--- config.mk ---
export PLATFORM = sky130hd
export DESIGN_NAME = stuffed_frame_receiver
export DESIGN_NICKNAME = d
export VERILOG_FILES = /design/src/design/sfr_pkg.sv /design/src/design/sfr_ram.sv /design/src/design/sfr_csr.sv /design/src/design/sfr_datapath.sv /design/src/design/sfr_ctrl.sv /design/src/design/stuffed_frame_receiver.sv
export SDC_FILE = /design/constraint.sdc
export NUM_CORES = 1
export LEC_CHECK = 0
export CORE_MARGIN = 2
export CORE_UTILIZATION = 35
export DETAILED_ROUTE_END_ITERATION = 7
export DONT_BUFFER_PORTS = 1
export GPL_ROUTABILITY_DRIVEN = 0
export GPL_TIMING_DRIVEN = 1
export SLEW_MARGIN = 5
export SYNTH_ARGS = -nofsm -noshare
export SYNTH_HDL_FRONTEND = slang
export SYNTH_HIERARCHICAL = 1
export SYNTH_SLANG_ARGS = --single-unit
export TNS_END_PERCENT = 30
--- constraint.sdc ---
create_clock -name clock -period 8.8 [get_ports clock]
set_clock_uncertainty 0.05 [all_clocks]
set_input_delay 0.44 -clock clock [delete_from_list [all_inputs] [get_ports clock]]
set_output_delay 0.44 -clock clock [all_outputs]
set_load 0.005 [all_outputs]
--- src/design/sfr_pkg.sv ---
package sfr_pkg;

   // Field widths fixed by the result format
   localparam int BYTE_W  = 8;
   localparam int KIND_W  = 2;
   localparam int INDEX_W = 6;
   localparam int LEN_W   = 7;

   // Configuration bus
   localparam int ADDR_W = 3;
   localparam int DATA_W = 32;

   // Register index, taken from the word address bit
   localparam logic REG_MARKER     = 1'b0;
   localparam logic REG_ERRORS_EN  = 1'b1;

   localparam logic [BYTE_W-1:0] MARKER_RESET    = 8'h7E;
   localparam logic              ERRORS_EN_RESET = 1'b1;

   // Result kinds
   localparam logic [KIND_W-1:0] EV_FRAME_BYTE = 2'd0;
   localparam logic [KIND_W-1:0] EV_CHECKSUM   = 2'd1;
   localparam logic [KIND_W-1:0] EV_LENGTH     = 2'd2;

   // Length coding of the first frame byte
   localparam logic [BYTE_W-1:0] SHORT_LEN_MIN  = 8'hC0;
   localparam logic [BYTE_W-1:0] SHORT_LEN_MASK = 8'h30;
   localparam logic [LEN_W-1:0]  DEFAULT_LEN    = 7'd2;
   localparam logic [BYTE_W:0]   LONG_LEN_BIAS  = 9'd2;

   typedef struct packed {
      logic [BYTE_W-1:0] marker;
      logic              errors_en;
   } cfg_type;

   typedef struct packed {
      logic process;   // accept the presented byte
      logic advance;   // move readout to the next stored byte
   } cmd_type;

   typedef struct packed {
      logic emit;      // presented byte produces results
      logic last;      // current result closes the burst
   } status_type;

endpackage

--- src/design/sfr_ram.sv ---
module sfr_ram #(
   parameter int WIDTH = 8,
   parameter int DEPTH = 64
) (
   input  logic                     clock,
   input  logic                     wr_en,
   input  logic [$clog2(DEPTH)-1:0] wr_addr,
   input  logic [WIDTH-1:0]         wr_data,
   input  logic                     rd_en,
   input  logic [$clog2(DEPTH)-1:0] rd_addr,
   output logic [WIDTH-1:0]         rd_data
);

   logic [WIDTH-1:0] mem_ff [DEPTH];
   logic [WIDTH-1:0] rd_data_ff;

   always_ff @(posedge clock) begin
      if (wr_en) begin
         mem_ff[wr_addr] <= wr_data;
      end
      if (rd_en) begin
         rd_data_ff <= mem_ff[rd_addr];
      end
   end

   assign rd_data = rd_data_ff;

endmodule

--- src/design/sfr_csr.sv ---
module sfr_csr (
   input  logic                         clock,
   input  logic                         reset,
   input  logic                         psel,
   input  logic                         penable,
   input  logic                         pwrite,
   input  logic [sfr_pkg::ADDR_W-1:0]   paddr,
   input  logic [sfr_pkg::DATA_W-1:0]   pwdata,
   output logic [sfr_pkg::DATA_W-1:0]   prdata,
   output logic                         pready,
   output sfr_pkg::cfg_type             cfg
);

   logic [sfr_pkg::BYTE_W-1:0] marker_ff, marker_in;
   logic                       errors_en_ff, errors_en_in;
   logic                       write_strobe;
   logic                       reg_index;

   assign pready       = 1'b1;
   assign write_strobe = psel & penable & pwrite;
   assign reg_index    = paddr[2];

   always_comb begin
      marker_in    = marker_ff;
      errors_en_in = errors_en_ff;
      if (write_strobe) begin
         unique case (reg_index)
            sfr_pkg::REG_MARKER:    marker_in    = pwdata[sfr_pkg::BYTE_W-1:0];
            sfr_pkg::REG_ERRORS_EN: errors_en_in = pwdata[0];
            default:                marker_in    = marker_ff;
         endcase
      end
   end

   always_comb begin
      unique case (reg_index)
         sfr_pkg::REG_MARKER:    prdata = sfr_pkg::DATA_W'(marker_ff);
         sfr_pkg::REG_ERRORS_EN: prdata = sfr_pkg::DATA_W'(errors_en_ff);
         default:                prdata = '0;
      endcase
   end

   always_ff @(posedge clock) begin
      if (reset) begin
         marker_ff    <= sfr_pkg::MARKER_RESET;
         errors_en_ff <= sfr_pkg::ERRORS_EN_RESET;
      end else begin
         marker_ff    <= marker_in;
         errors_en_ff <= errors_en_in;
      end
   end

   assign cfg.marker    = marker_ff;
   assign cfg.errors_en = errors_en_ff;

endmodule

--- src/design/sfr_datapath.sv ---
module sfr_datapath #(
   parameter int BUFFER_BYTES = 64
) (
   input  logic                          clock,
   input  logic                          reset,
   input  sfr_pkg::cfg_type              cfg,
   input  sfr_pkg::cmd_type              cmd,
   output sfr_pkg::status_type           status,
   input  logic [sfr_pkg::BYTE_W-1:0]    rx_byte,
   output logic [sfr_pkg::KIND_W-1:0]    event_kind,
   output logic [sfr_pkg::BYTE_W-1:0]    frame_byte,
   output logic [sfr_pkg::INDEX_W-1:0]   byte_index,
   output logic [sfr_pkg::LEN_W-1:0]     frame_length,
   output logic                          last_of_frame
);

   localparam int AW = $clog2(BUFFER_BYTES);

   logic                         after_marker_ff, after_marker_in;
   logic                         in_frame_ff, in_frame_in;
   logic                         length_known_ff, length_known_in;
   logic [sfr_pkg::BYTE_W-1:0]   sum_ff, sum_in;
   logic [sfr_pkg::LEN_W-1:0]    wr_pos_ff, wr_pos_in;
   logic [sfr_pkg::LEN_W-1:0]    exp_len_ff, exp_len_in;
   logic [AW-1:0]                rd_idx_ff, rd_idx_in;
   logic [sfr_pkg::KIND_W-1:0]   kind_ff, kind_in;

   logic                         is_marker, to_frame, open_frame, in_data;
   logic                         store_byte, check_byte, is_short;
   logic                         bad_len, sum_bad, deliver;
   logic [sfr_pkg::BYTE_W-1:0]   sum_add;
   logic [sfr_pkg::BYTE_W:0]     long_len;
   logic [sfr_pkg::LEN_W-1:0]    short_len;
   logic                         is_frame_kind;

   logic                         ram_wr_en, ram_rd_en;
   logic [AW-1:0]                ram_wr_addr, ram_rd_addr;
   logic [sfr_pkg::BYTE_W-1:0]   ram_rd_data;

   // A marker arms the escape; a doubled marker is data, anything else opens a frame
   assign is_marker  = (rx_byte == cfg.marker);
   assign to_frame   = after_marker_ff ? is_marker : ~is_marker;
   assign open_frame = after_marker_ff & ~is_marker;
   assign in_data    = to_frame & in_frame_ff;
   assign store_byte = in_data & (wr_pos_ff != exp_len_ff);
   assign check_byte = in_data & (wr_pos_ff == exp_len_ff);

   assign sum_add   = sum_ff + rx_byte;
   assign long_len  = {1'b0, rx_byte} + sfr_pkg::LONG_LEN_BIAS;
   assign short_len = sfr_pkg::LEN_W'((rx_byte & sfr_pkg::SHORT_LEN_MASK) >> 3) + 7'd1;
   assign is_short  = (rx_byte >= sfr_pkg::SHORT_LEN_MIN);

   assign bad_len = store_byte & ~length_known_ff &
                    (long_len > (sfr_pkg::BYTE_W + 1)'(BUFFER_BYTES));
   assign sum_bad = check_byte & (sum_add != '0);
   assign deliver = check_byte & (sum_add == '0);

   assign is_frame_kind = (kind_ff == sfr_pkg::EV_FRAME_BYTE);

   assign status.emit = deliver | ((bad_len | sum_bad) & cfg.errors_en);
   assign status.last = ~is_frame_kind |
                        ((sfr_pkg::LEN_W'(rd_idx_ff) + 7'd1) == exp_len_ff);

   always_comb begin
      after_marker_in = after_marker_ff;
      in_frame_in     = in_frame_ff;
      length_known_in = length_known_ff;
      sum_in          = sum_ff;
      wr_pos_in       = wr_pos_ff;
      exp_len_in      = exp_len_ff;
      rd_idx_in       = rd_idx_ff;
      kind_in         = kind_ff;
      if (cmd.process) begin
         after_marker_in = ~after_marker_ff & is_marker;
         if (open_frame) begin
            in_frame_in     = 1'b1;
            sum_in          = rx_byte;
            wr_pos_in       = 7'd1;
            length_known_in = is_short;
            exp_len_in      = is_short ? short_len : sfr_pkg::DEFAULT_LEN;
         end else if (store_byte) begin
            wr_pos_in = wr_pos_ff + 7'd1;
            sum_in    = sum_add;
            if (!length_known_ff) begin
               exp_len_in      = long_len[sfr_pkg::LEN_W-1:0];
               length_known_in = 1'b1;
               if (bad_len) begin
                  in_frame_in = 1'b0;
               end
            end
         end else if (check_byte) begin
            sum_in      = sum_add;
            in_frame_in = 1'b0;
         end
         if (deliver) begin
            kind_in   = sfr_pkg::EV_FRAME_BYTE;
            rd_idx_in = '0;
         end else if (sum_bad) begin
            kind_in = sfr_pkg::EV_CHECKSUM;
         end else if (bad_len) begin
            kind_in = sfr_pkg::EV_LENGTH;
         end
      end
      if (cmd.advance) begin
         rd_idx_in = AW'(rd_idx_ff + 1'b1);
      end
   end

   always_ff @(posedge clock) begin
      if (reset) begin
         after_marker_ff <= 1'b0;
         in_frame_ff     <= 1'b0;
         length_known_ff <= 1'b0;
         sum_ff          <= '0;
         wr_pos_ff       <= '0;
         exp_len_ff      <= '0;
         rd_idx_ff       <= '0;
         kind_ff         <= sfr_pkg::EV_FRAME_BYTE;
      end else begin
         after_marker_ff <= after_marker_in;
         in_frame_ff     <= in_frame_in;
         length_known_ff <= length_known_in;
         sum_ff          <= sum_in;
         wr_pos_ff       <= wr_pos_in;
         exp_len_ff      <= exp_len_in;
         rd_idx_ff       <= rd_idx_in;
         kind_ff         <= kind_in;
      end
   end

   // Frame store: written while a frame fills, read back one byte per result
   assign ram_wr_en   = cmd.process & (open_frame | store_byte);
   assign ram_wr_addr = open_frame ? '0 : wr_pos_ff[AW-1:0];
   assign ram_rd_en   = (cmd.process & deliver) | cmd.advance;
   assign ram_rd_addr = cmd.advance ? AW'(rd_idx_ff + 1'b1) : '0;

   sfr_ram #(
      .WIDTH (sfr_pkg::BYTE_W),
      .DEPTH (BUFFER_BYTES)
   ) u_store (
      .clock   (clock),
      .wr_en   (ram_wr_en),
      .wr_addr (ram_wr_addr),
      .wr_data (rx_byte),
      .rd_en   (ram_rd_en),
      .rd_addr (ram_rd_addr),
      .rd_data (ram_rd_data)
   );

   assign event_kind    = kind_ff;
   assign frame_byte    = is_frame_kind ? ram_rd_data : '0;
   assign byte_index    = is_frame_kind ? sfr_pkg::INDEX_W'(rd_idx_ff) : '0;
   assign frame_length  = is_frame_kind ? exp_len_ff : '0;
   assign last_of_frame = status.last;

   a_pos_within_len: assert property (@(posedge clock) disable iff (reset)
      in_frame_ff |-> (wr_pos_ff <= exp_len_ff))
      else $error("write position ran past the frame length");

   a_len_fits_store: assert property (@(posedge clock) disable iff (reset)
      (in_frame_ff && length_known_ff) |-> (exp_len_ff <= sfr_pkg::LEN_W'(BUFFER_BYTES)))
      else $error("open frame longer than the store");

endmodule

--- src/design/sfr_ctrl.sv ---
module sfr_ctrl (
   input  logic                  clock,
   input  logic                  reset,
   input  logic                  req_valid,
   output logic                  req_ready,
   output logic                  rsp_valid,
   input  logic                  rsp_ready,
   output sfr_pkg::cmd_type      cmd,
   input  sfr_pkg::status_type   status
);

   typedef enum logic {
      ST_IDLE,
      ST_SEND
   } state_type;

   state_type state_ff;

   assign req_ready   = (state_ff == ST_IDLE);
   assign rsp_valid   = (state_ff == ST_SEND);
   assign cmd.process = req_valid & req_ready;
   assign cmd.advance = rsp_valid & rsp_ready & ~status.last;

   always_ff @(posedge clock) begin
      if (reset) begin
         state_ff <= ST_IDLE;
      end else begin
         unique case (state_ff)
            ST_IDLE: begin
               if (cmd.process && status.emit) begin
                  state_ff <= ST_SEND;
               end
            end
            ST_SEND: begin
               if (rsp_ready && status.last) begin
                  state_ff <= ST_IDLE;
               end
            end
            default: state_ff <= ST_IDLE;
         endcase
      end
   end

   a_result_from_input: assert property (@(posedge clock) disable iff (reset)
      $rose(rsp_valid) |-> $past(req_valid && req_ready))
      else $error("result raised without an accepted byte");

   a_burst_continues: assert property (@(posedge clock) disable iff (reset)
      (rsp_valid && rsp_ready && !status.last) |=> rsp_valid)
      else $error("readout stopped before the last byte");

endmodule

--- src/design/stuffed_frame_receiver.sv ---
// Byte-stuffed frame receiver with an 8-bit sum check.
// Input channel (req_): one raw line byte per transfer on req_rx_byte.
// Result channel (rsp_): one transfer per delivered frame byte, or one per
//   reported error (checksum or illegal length); rsp_last_of_frame marks the
//   final transfer caused by one input byte.
// Config (APB): marker byte at address 0, error-report enable at address 4.
//   Write only while the block is idle.
// Throughput: one input byte per cycle while no result is pending. The byte
//   that closes a good frame of N bytes starts a readout of N transfers, one
//   per cycle while rsp_ready is high, set by the single read port of the frame
//   store; intake holds until the last of them is taken. An error result holds
//   intake for one transfer.
// Latency: the first result appears in the cycle after the closing byte is
//   accepted (registered store read).
// Reset clears the deframing state and loads marker 0x7E and reporting on;
//   the frame store is not cleared and needs no clearing pass.
// When the receiver stalls (rsp_ready low), hold the current result and keep
//   req_ready low; nothing is dropped.
module stuffed_frame_receiver #(
   parameter int BUFFER_BYTES = 64
) (
   input  logic                          clock,
   input  logic                          reset,

   input  logic                          req_valid,
   output logic                          req_ready,
   input  logic [sfr_pkg::BYTE_W-1:0]    req_rx_byte,

   output logic                          rsp_valid,
   input  logic                          rsp_ready,
   output logic [sfr_pkg::KIND_W-1:0]    rsp_event_kind,
   output logic [sfr_pkg::BYTE_W-1:0]    rsp_frame_byte,
   output logic [sfr_pkg::INDEX_W-1:0]   rsp_byte_index,
   output logic [sfr_pkg::LEN_W-1:0]     rsp_frame_length,
   output logic                          rsp_last_of_frame,

   input  logic                          psel,
   input  logic                          penable,
   input  logic                          pwrite,
   input  logic [sfr_pkg::ADDR_W-1:0]    paddr,
   input  logic [sfr_pkg::DATA_W-1:0]    pwdata,
   output logic [sfr_pkg::DATA_W-1:0]    prdata,
   output logic                          pready
);

   sfr_pkg::cfg_type     cfg;
   sfr_pkg::cmd_type     cmd;
   sfr_pkg::status_type  status;

   // Configuration registers
   sfr_csr u_csr (
      .clock   (clock),
      .reset   (reset),
      .psel    (psel),
      .penable (penable),
      .pwrite  (pwrite),
      .paddr   (paddr),
      .pwdata  (pwdata),
      .prdata  (prdata),
      .pready  (pready),
      .cfg     (cfg)
   );

   // Handshake and readout sequencing
   sfr_ctrl u_ctrl (
      .clock     (clock),
      .reset     (reset),
      .req_valid (req_valid),
      .req_ready (req_ready),
      .rsp_valid (rsp_valid),
      .rsp_ready (rsp_ready),
      .cmd       (cmd),
      .status    (status)
   );

   // Deframing state, running sum and frame store
   sfr_datapath #(
      .BUFFER_BYTES (BUFFER_BYTES)
   ) u_datapath (
      .clock         (clock),
      .reset         (reset),
      .cfg           (cfg),
      .cmd           (cmd),
      .status        (status),
      .rx_byte       (req_rx_byte),
      .event_kind    (rsp_event_kind),
      .frame_byte    (rsp_frame_byte),
      .byte_index    (rsp_byte_index),
      .frame_length  (rsp_frame_length),
      .last_of_frame (rsp_last_of_frame)
   );

endmodule
==> impl_metrics.py, run 1 <==
metrics = {
    "clocking": {
        "cts_tree": "yes",
        "cts-root-buf": "clkbuf_16",
        "path_clk_slew_ps": 60,
        "cts-buffers-inserted": 57,
        "cts_max_level": 2,
        "ctsResizeCount": 0,
        "cts_buffer_depth": 3,
        "insertion_delay_ps": 600,
        "clkSinkCount": 563,
    },
    "synthesis": {
        "yosys_warnings": 6,
        "ys.flop_type": "edfxtp_1",
        "yosysSeqAreaShare": 0.6984,
        "synth_edf_count": 520,
        "syn-cell-area_um2": 23590,
        "synth_cells": 1348,
        "synth.avg_cell_area_um2": 17.50,
        "async_flop_share": 0,
        "synth_cell_types": 71,
        "synth-seq-cells": 563,
    },
    "worst_setup_path": {
        "worstSetupEndpointType": "register",
        "crit_required_ps": 9090,
        "crit_path_start_kind": "register",
        "worstPathArrival_ps": 5990,
        "timing.rr.start": "u_datapath/rd_idx_ff[0]$_SDFFE_PP0P_",
        "timing.rr.end": "u_datapath/u_store/rd_data[4]$_DFFE_PP_",
        "r2r_cells": 15,
        "crit_fanout": 64,
        "endpoint": "u_datapath/u_store/rd_data[4]$_DFFE_PP_",
        "critPathLaunch": "u_datapath/rd_idx_ff[0]$_SDFFE_PP0P_",
        "critPathKind": "register to register",
        "rrSetupSlack_ps": 3090,
    },
    "timing": {
        "period_share": 0.6486,
        "maxSlewViolCount": 0,
        "maxSlewHeadroom": 0.2351,
        "setup_violations": 0,
        "whs_ps": 30.94,
        "fmaxAchievable_ghz": 0.1752,
        "worstMarginPinSlew_ps": 1140,
        "finalSetupTns_ps": 0,
        "rsz0062_at_grt": "false",
        "fin_crit_ps": 5708,
        "hold_violations": 0,
    },
    "routing": {
        "wire_per_inst_um": 23.58,
        "vias_per_cell": 5.364,
        "dr_wl_met3_um": 4017,
        "vias": 12278,
        "initialDrtViolationCount": 1324,
        "ant_nets": 0,
        "top_layer_used": "met5",
        "drt-total-wl_um": 53990,
        "met1_length_um": 23630,
        "drc": 0,
        "dr.pass1.iters": 5,
        "met2_length_um": 25080,
    },
    "run_status": {
        "status": "complete, no violations",
    },
    "layout": {
        "finalInstanceArea_um2": 26420,
        "drive_above_1_share": 0.1894,
        "synthToLayoutAreaGrowth_pct": 11.99,
        "fin_util": 0.3948,
        "layout.nets": 1432,
    },
    "pwr": {
        "netSwitchingFraction": 0.1963,
        "p_clk_frac": 0.430,
        "power_density_nw_per_um2": 200.0,
        "pwr-share-comb": 0.017,
        "vdd_drop_max_v": 0.0001476,
        "power.switching_mw": 1.037,
        "internal_power_mw": 4.246,
        "seq_power_share": 0.553,
        "power_mw": 5.283,
        "p_leak_nw": 8.045,
    },
    "floorplanning": {
        "die_w_um": 263.6,
        "dieArea_um2": 69500,
        "rows": 95,
        "core_area_um2": 66920,
        "io_pins": 109,
        "die_h_um": 263.6,
        "start_util": 0.3525,
    },
    "placement": {
        "dpl.hpwl_um": 30510,
        "port_buffers": 0,
        "dpl_cell_area_um2": 24280,
    },
    "hold_path": {
        "hp-start": "req_rx_byte[4]",
        "hold_class": "primary input to register",
    },
    "global_routing": {
        "grt_pass1_wl_um": 80810,
        "grt_max_degree": 66,
        "first_global_vias": 12292,
        "track_usage": 0.1562,
        "grt-ovfl-total": 0,
        "antenna_found_initial": 4,
    },
    "job": {
        "maxCapViolCount": 0,
    },
}
==> routing by layer <==
layer | track usage | vias to the layer above
met5 | 0 | -
li1 | - | 5340
met2 | 0.2447 | 443
met1 | 0.2179 | 6414
met4 | 0.04510 | 2
met3 | 0.03611 | 79
==> critical path, cell delays in order, from the launching register on <==
cell      delay (ps)
dfxtp_1          570
ha_1             290
nand3_1          100
xor2_1           320
xnor2_1          170
o41ai_1          170
nor2_1           350
clkinv_1         420
nor2_4           620
buf_12           490
buf_4            530
mux4_2           560
nor2_1           100
nor4_1            70
nor3_1           430
o32ai_1          160
==> metrics by stage <==
step | instances | setup WS (ps)
after floorplan | 1371 | 5020
after global placement | 2158 | 3035
after detailed placement | 2158 | 2997
after CTS | 2288 | 2956
after global routing | 2288 | 2556
final | 2289 | 3092
==> cell families (layout without fill, tap and decap cells) <==
family	count (synthesis)	count (layout)	share of synthesized area
AOI/OAI and AO/OA	127	127	0.03972
and+or+nand+nor	310	310	0.06609
muxes	178	178	0.1431
DFF	563	563	0.6984
buffers and inverters	113	157	0.02906
xor gates and xnor gates	41	41	0.01554
adders and majority gates	14	14	0.007744
other	2	26	0.0003183
==> Yosys cell counts (all sizes together) (6+ instances only) <==
cell type  number  area share
xnor2          10      0.0037
inv            10      0.0016
a221oi          6      0.0022
clkbuf         32      0.0051
ha             13      0.0069
o211ai          7      0.0022
a211oi         12      0.0040
mux2i          37       0.016
dfxtp          43       0.036
o21a            8      0.0026
xor2           31       0.012
o21ai          17      0.0036
and2b           8      0.0030
nor2b          24      0.0065
nor3           15      0.0034
and3            6      0.0016
nor2          127       0.020
mux4          126        0.12
a22oi           7      0.0022
and2           24      0.0064
edfxtp        520        0.66
mux2           15      0.0072
buf            68       0.022
nand2b         16      0.0042
o22ai           9      0.0024
o221ai          9      0.0033
nand4           8      0.0021
nand2          40      0.0064
nand3          25      0.0055
a21oi          18      0.0040
==> sequential cells by signal, indices dropped and copies added, names as in the netlist <==
register and cells:
u_ctrl/rsp_valid 1, u_datapath/sum_ff 8, u_datapath/exp_len_ff 7, u_datapath/in_frame_ff 1, u_datapath/u_store/rd_data 8, u_datapath/length_known_ff 1, u_csr/errors_en_ff 1, u_datapath/rd_idx_ff 6
u_datapath/u_store/mem_ff 512, u_datapath/wr_pos_ff 7, u_datapath/after_marker_ff 1, u_csr/marker_ff 8, u_datapath/event_kind 2
==> placed cells by master, fill, tap and decap left out, drive strengths merged, types with 25 or more instances in the layout <==
master	instances
xor2	31
nand2	40
nand3	25
clkinv	27
mux2i	37
dfxtp	43
nor2	127
clkbuf	79
mux4	126
edfxtp	520
conb	25
==> repair_timing <==
| action | CTS | global route |
|---|---|---|
| setup endpoints to repair | 0 | 0 |
| buffers inserted | 0 | 0 |
| hold endpoints to repair | 543 | 0 |
| hold buffers | 24 | 0 |
==> worst min path at each step <==
stage                     cells after the start  slack [ps]                           endpoint
final                                         2          30  u_datapath/sum_ff[4]$_SDFFE_PP0P_
after global placement                        2         400  u_datapath/sum_ff[7]$_SDFFE_PP0P_
after global routing                          2          10  u_datapath/sum_ff[4]$_SDFFE_PP0P_
after detailed placement                      2         410  u_datapath/sum_ff[7]$_SDFFE_PP0P_
after CTS                                     2           3  u_datapath/sum_ff[4]$_SDFFE_PP0P_
after floorplan                               2         390  u_datapath/sum_ff[7]$_SDFFE_PP0P_
==> power by group through the flow <==
| stage | clock, mW | sequential [mW] | combinational, mW |
|---|---|---|---|
| after floorplan | 0 | 2.98 | 0.0403 |
| after CTS | 2.33 | 2.92 | 0.0911 |
| after detailed placement | 0 | 2.98 | 0.0303 |
| after global placement | 0 | 2.98 | 0.0300 |
| after global routing | 2.42 | 2.92 | 0.0991 |
| final | 2.27 | 2.92 | 0.0896 |
==> final cells by class <==
cell class / count / area, um2
diodes: 1 / 2.502
clock buffers: 79 / 1572
clock inverters: 27 / 176.4
fillers: 6035 / 40500
inverters: 13 / 52.55
multi-input cells: 695 / 6541
flip-flops and latches: 563 / 16480
well taps: 873 / 1092
repair buffers: 38 / 508.0
Note: power is estimated with default switching activity, not from simulation.
==> inputs of run 2 (changes only) <==
- clock period: 8.8 -> 4.6 ns (I/O delays scaled with it)
==> run 2 against run 1 <==
  * Power is 93% higher
  * Sequential share of layout area is 2.2 points lower
  * Non-clock buffer count is 107 higher
  * Largest cell class unchanged
  * Critical endpoint is now u_datapath/u_store/rd_data[1]$_DFFE_PP_
  * Register-to-register slack worse by 2800 ps
  * Sequential power is 91% higher
  * Hold slack better by 21 ps
  * Critical path depth is 1 lower
  * Die area stayed put
  * Largest power group unchanged
  * Via count is 3.7% higher
  * Highest routed layer is now met4
  * Wire length is 3.6% higher
  * Cell count is 4.7% higher
==> impl_metrics.py, run 2 (synthesis gave the netlist of run 1 again) <==
metrics = {
    "timing": {
        "fin_ws_ps": 290.0,
        "maxSlewHeadroom": 0.4487,
        "worstMarginPinSlew_ps": 823.9,
        "maxSlewViolCount": 0,
        "hold_violations": 0,
        "finalSetupTns_ps": 0,
        "fin_crit_ps": 4310,
        "whs_ps": 52.42,
        "fmaxAchievable_ghz": 0.2320,
        "setup_violations": 0,
        "period_share": 0.9370,
        "rsz0062_at_grt": "false",
    },
    "routing": {
        "dr.pass1.iters": 5,
        "vias": 12727,
        "drc": 0,
        "initialDrtViolationCount": 1176,
        "ant_nets": 0,
        "drt-total-wl_um": 55920,
        "vias_per_cell": 5.310,
        "wire_per_inst_um": 23.33,
    },
    "placement": {
        "port_buffers": 0,
        "dpl.hpwl_um": 33450,
        "pre_cts_slack_ps": 273.6,
    },
    "hold_path": {
        "hold_class": "primary input to register",
        "hold_depth": 3,
        "hold_end": "u_datapath/sum_ff[0]$_SDFFE_PP0P_",
        "hp-start": "req_rx_byte[0]",
    },
    "floorplanning": {
        "die_h_um": 263.6,
        "core_area_um2": 66920,
        "rows": 95,
        "io_pins": 109,
        "dieArea_um2": 69500,
        "die_w_um": 263.6,
        "start_util": 0.3525,
    },
    "layout": {
        "largest-register": "u_datapath/u_store/mem_ff",
        "layout_common_cells": "520 x edfxtp_1, 126 x mux4_2, 123 x nor2_1",
        "largest_reg_flops": 512,
        "layout.nets": 1538,
        "fin_util": 0.4090,
        "drive_above_1_share": 0.2431,
        "layout_commonest_cell": "edfxtp_1",
        "synthToLayoutAreaGrowth_pct": 16.02,
        "nFillCells": 5948,
    },
    "worst_setup_path": {
        "worstPathArrival_ps": 4600,
        "critPathKind": "register to register",
        "crit_fanout": 24,
        "timing.rr.end": "u_datapath/u_store/rd_data[1]$_DFFE_PP_",
        "r2r_cells": 14,
        "crit_required_ps": 4890,
        "crit_path_start_kind": "register",
        "timing.rr.start": "u_datapath/rd_idx_ff[1]$_SDFFE_PP0P_",
        "worstSetupEndpointType": "register",
        "rrSetupSlack_ps": 290,
    },
    "global_routing": {
        "grt_max_degree": 69,
        "track_usage": 0.1603,
        "first_global_vias": 12811,
        "grt_pass1_wl_um": 83010,
        "antenna_found_initial": 3,
        "grt-ovfl-total": 0,
    },
    "job": {
        "maxCapViolCount": 0,
    },
    "clocking": {
        "cts_buffer_depth": 3,
        "cts_max_level": 2,
        "clkSinkCount": 563,
        "cts_tree": "yes",
        "cts-buffers-inserted": 56,
        "path_clk_slew_ps": 60,
        "insertion_delay_ps": 600,
        "cts-root-buf": "clkbuf_16",
        "ctsResizeCount": 0,
    },
    "pwr": {
        "vdd_drop_max_v": 0.0002561,
        "power_density_nw_per_um2": 372.1,
        "p_leak_nw": 8.643,
    },
    "run_status": {
        "status": "complete, no violations",
    },
}
==> run 2: cell count changes in the layout (fill, tap and decap cells not counted), moves of 2 or more <==
cell           before  now
buf_12              2   10
dlygate4sd3_1      15   23
buf_4              13  104
clkbuf_1           18   14
clkinv_2           12   14
==> run 2: repair_timing <==
item	in CTS	in global routing
endpoints found under the hold margin	550	0
setup buffers	0	0
hold buffers	32	0
==> run 2: worst max-delay path, cell delays in order, from the launching register on <==
cell	delay [ps]
dfxtp_1	410
ha_1	240
nand3_1	110
xor2_1	340
xnor2_1	160
o41ai_1	110
nor2_1	290
clkinv_1	200
nor2_4	270
buf_12	260
mux4_2	550
mux4_2	460
nor2_1	320
nor3_1	120
o2bb2ai_1	140
==> run 2: layer usage <==
layer	vias to the layer above	GRT usage	part of all wire
li1	5558	-	-
met1	6647	0.2258	0.44
met2	422	0.2466	0.46
met3	100	0.03124	0.067
met4	0	0.06039	0.032
met5	-	0	0
==> run 2: worst max-delay path by stage <==
stage	from	endpoint	slack (ps)	cells after the start
6_report	u_datapath/rd_idx_ff[1]$_SDFFE_PP0P_	u_datapath/u_store/rd_data[1]$_DFFE_PP_	290	14
5_1_grt	u_datapath/rd_idx_ff[1]$_SDFFE_PP0P_	u_datapath/u_store/rd_data[2]$_DFFE_PP_	50	13
4_1_cts	u_datapath/rd_idx_ff[1]$_SDFFE_PP0P_	u_datapath/u_store/rd_data[2]$_DFFE_PP_	250	13
3_5_place_dp	u_datapath/rd_idx_ff[1]$_SDFFE_PP0P_	u_datapath/u_store/rd_data[2]$_DFFE_PP_	270	13
3_3_place_gp	u_datapath/rd_idx_ff[1]$_SDFFE_PP0P_	u_datapath/u_store/rd_data[7]$_DFFE_PP_	350	14
2_1_floorplan	u_datapath/rd_idx_ff[0]$_SDFFE_PP0P_	u_datapath/u_store/rd_data[3]$_DFFE_PP_	820	15
==> run 2: power breakdown <==
group / internal [mW] / switching (mW) / total, mW
Clock: 2.52 / 1.90 / 4.41
Sequential: 5.58 / 0.00188 / 5.58
Combinational: 0.0591 / 0.126 / 0.186
==> run 2: through the flow <==
step | instances | total power [mW] | area [um2]
6_report | 2397 | 10.18 | 27370
5_1_grt | 2396 | 10.48 | 27370
4_1_cts | 2395 | 10.29 | 27370
3_5_place_dp | 2257 | 5.752 | 25120
3_3_place_gp | 2257 | 5.751 | 25120
2_1_floorplan | 1371 | 5.773 | 23680
==> run 2: cell type report <==
class	count	area [um2]	share of cell area
Antenna cell	2	5.005	0.0001828
Tap cell	873	1092	0.03991
Clock buffer	75	1545	0.05645
Timing Repair Buffer	145	1431	0.05229
Inverter	13	52.55	0.001920
Sequential cell	563	16480	0.6019
Clock inverter	31	227.7	0.008320
Multi-Input combinational cell	695	6541	0.2390
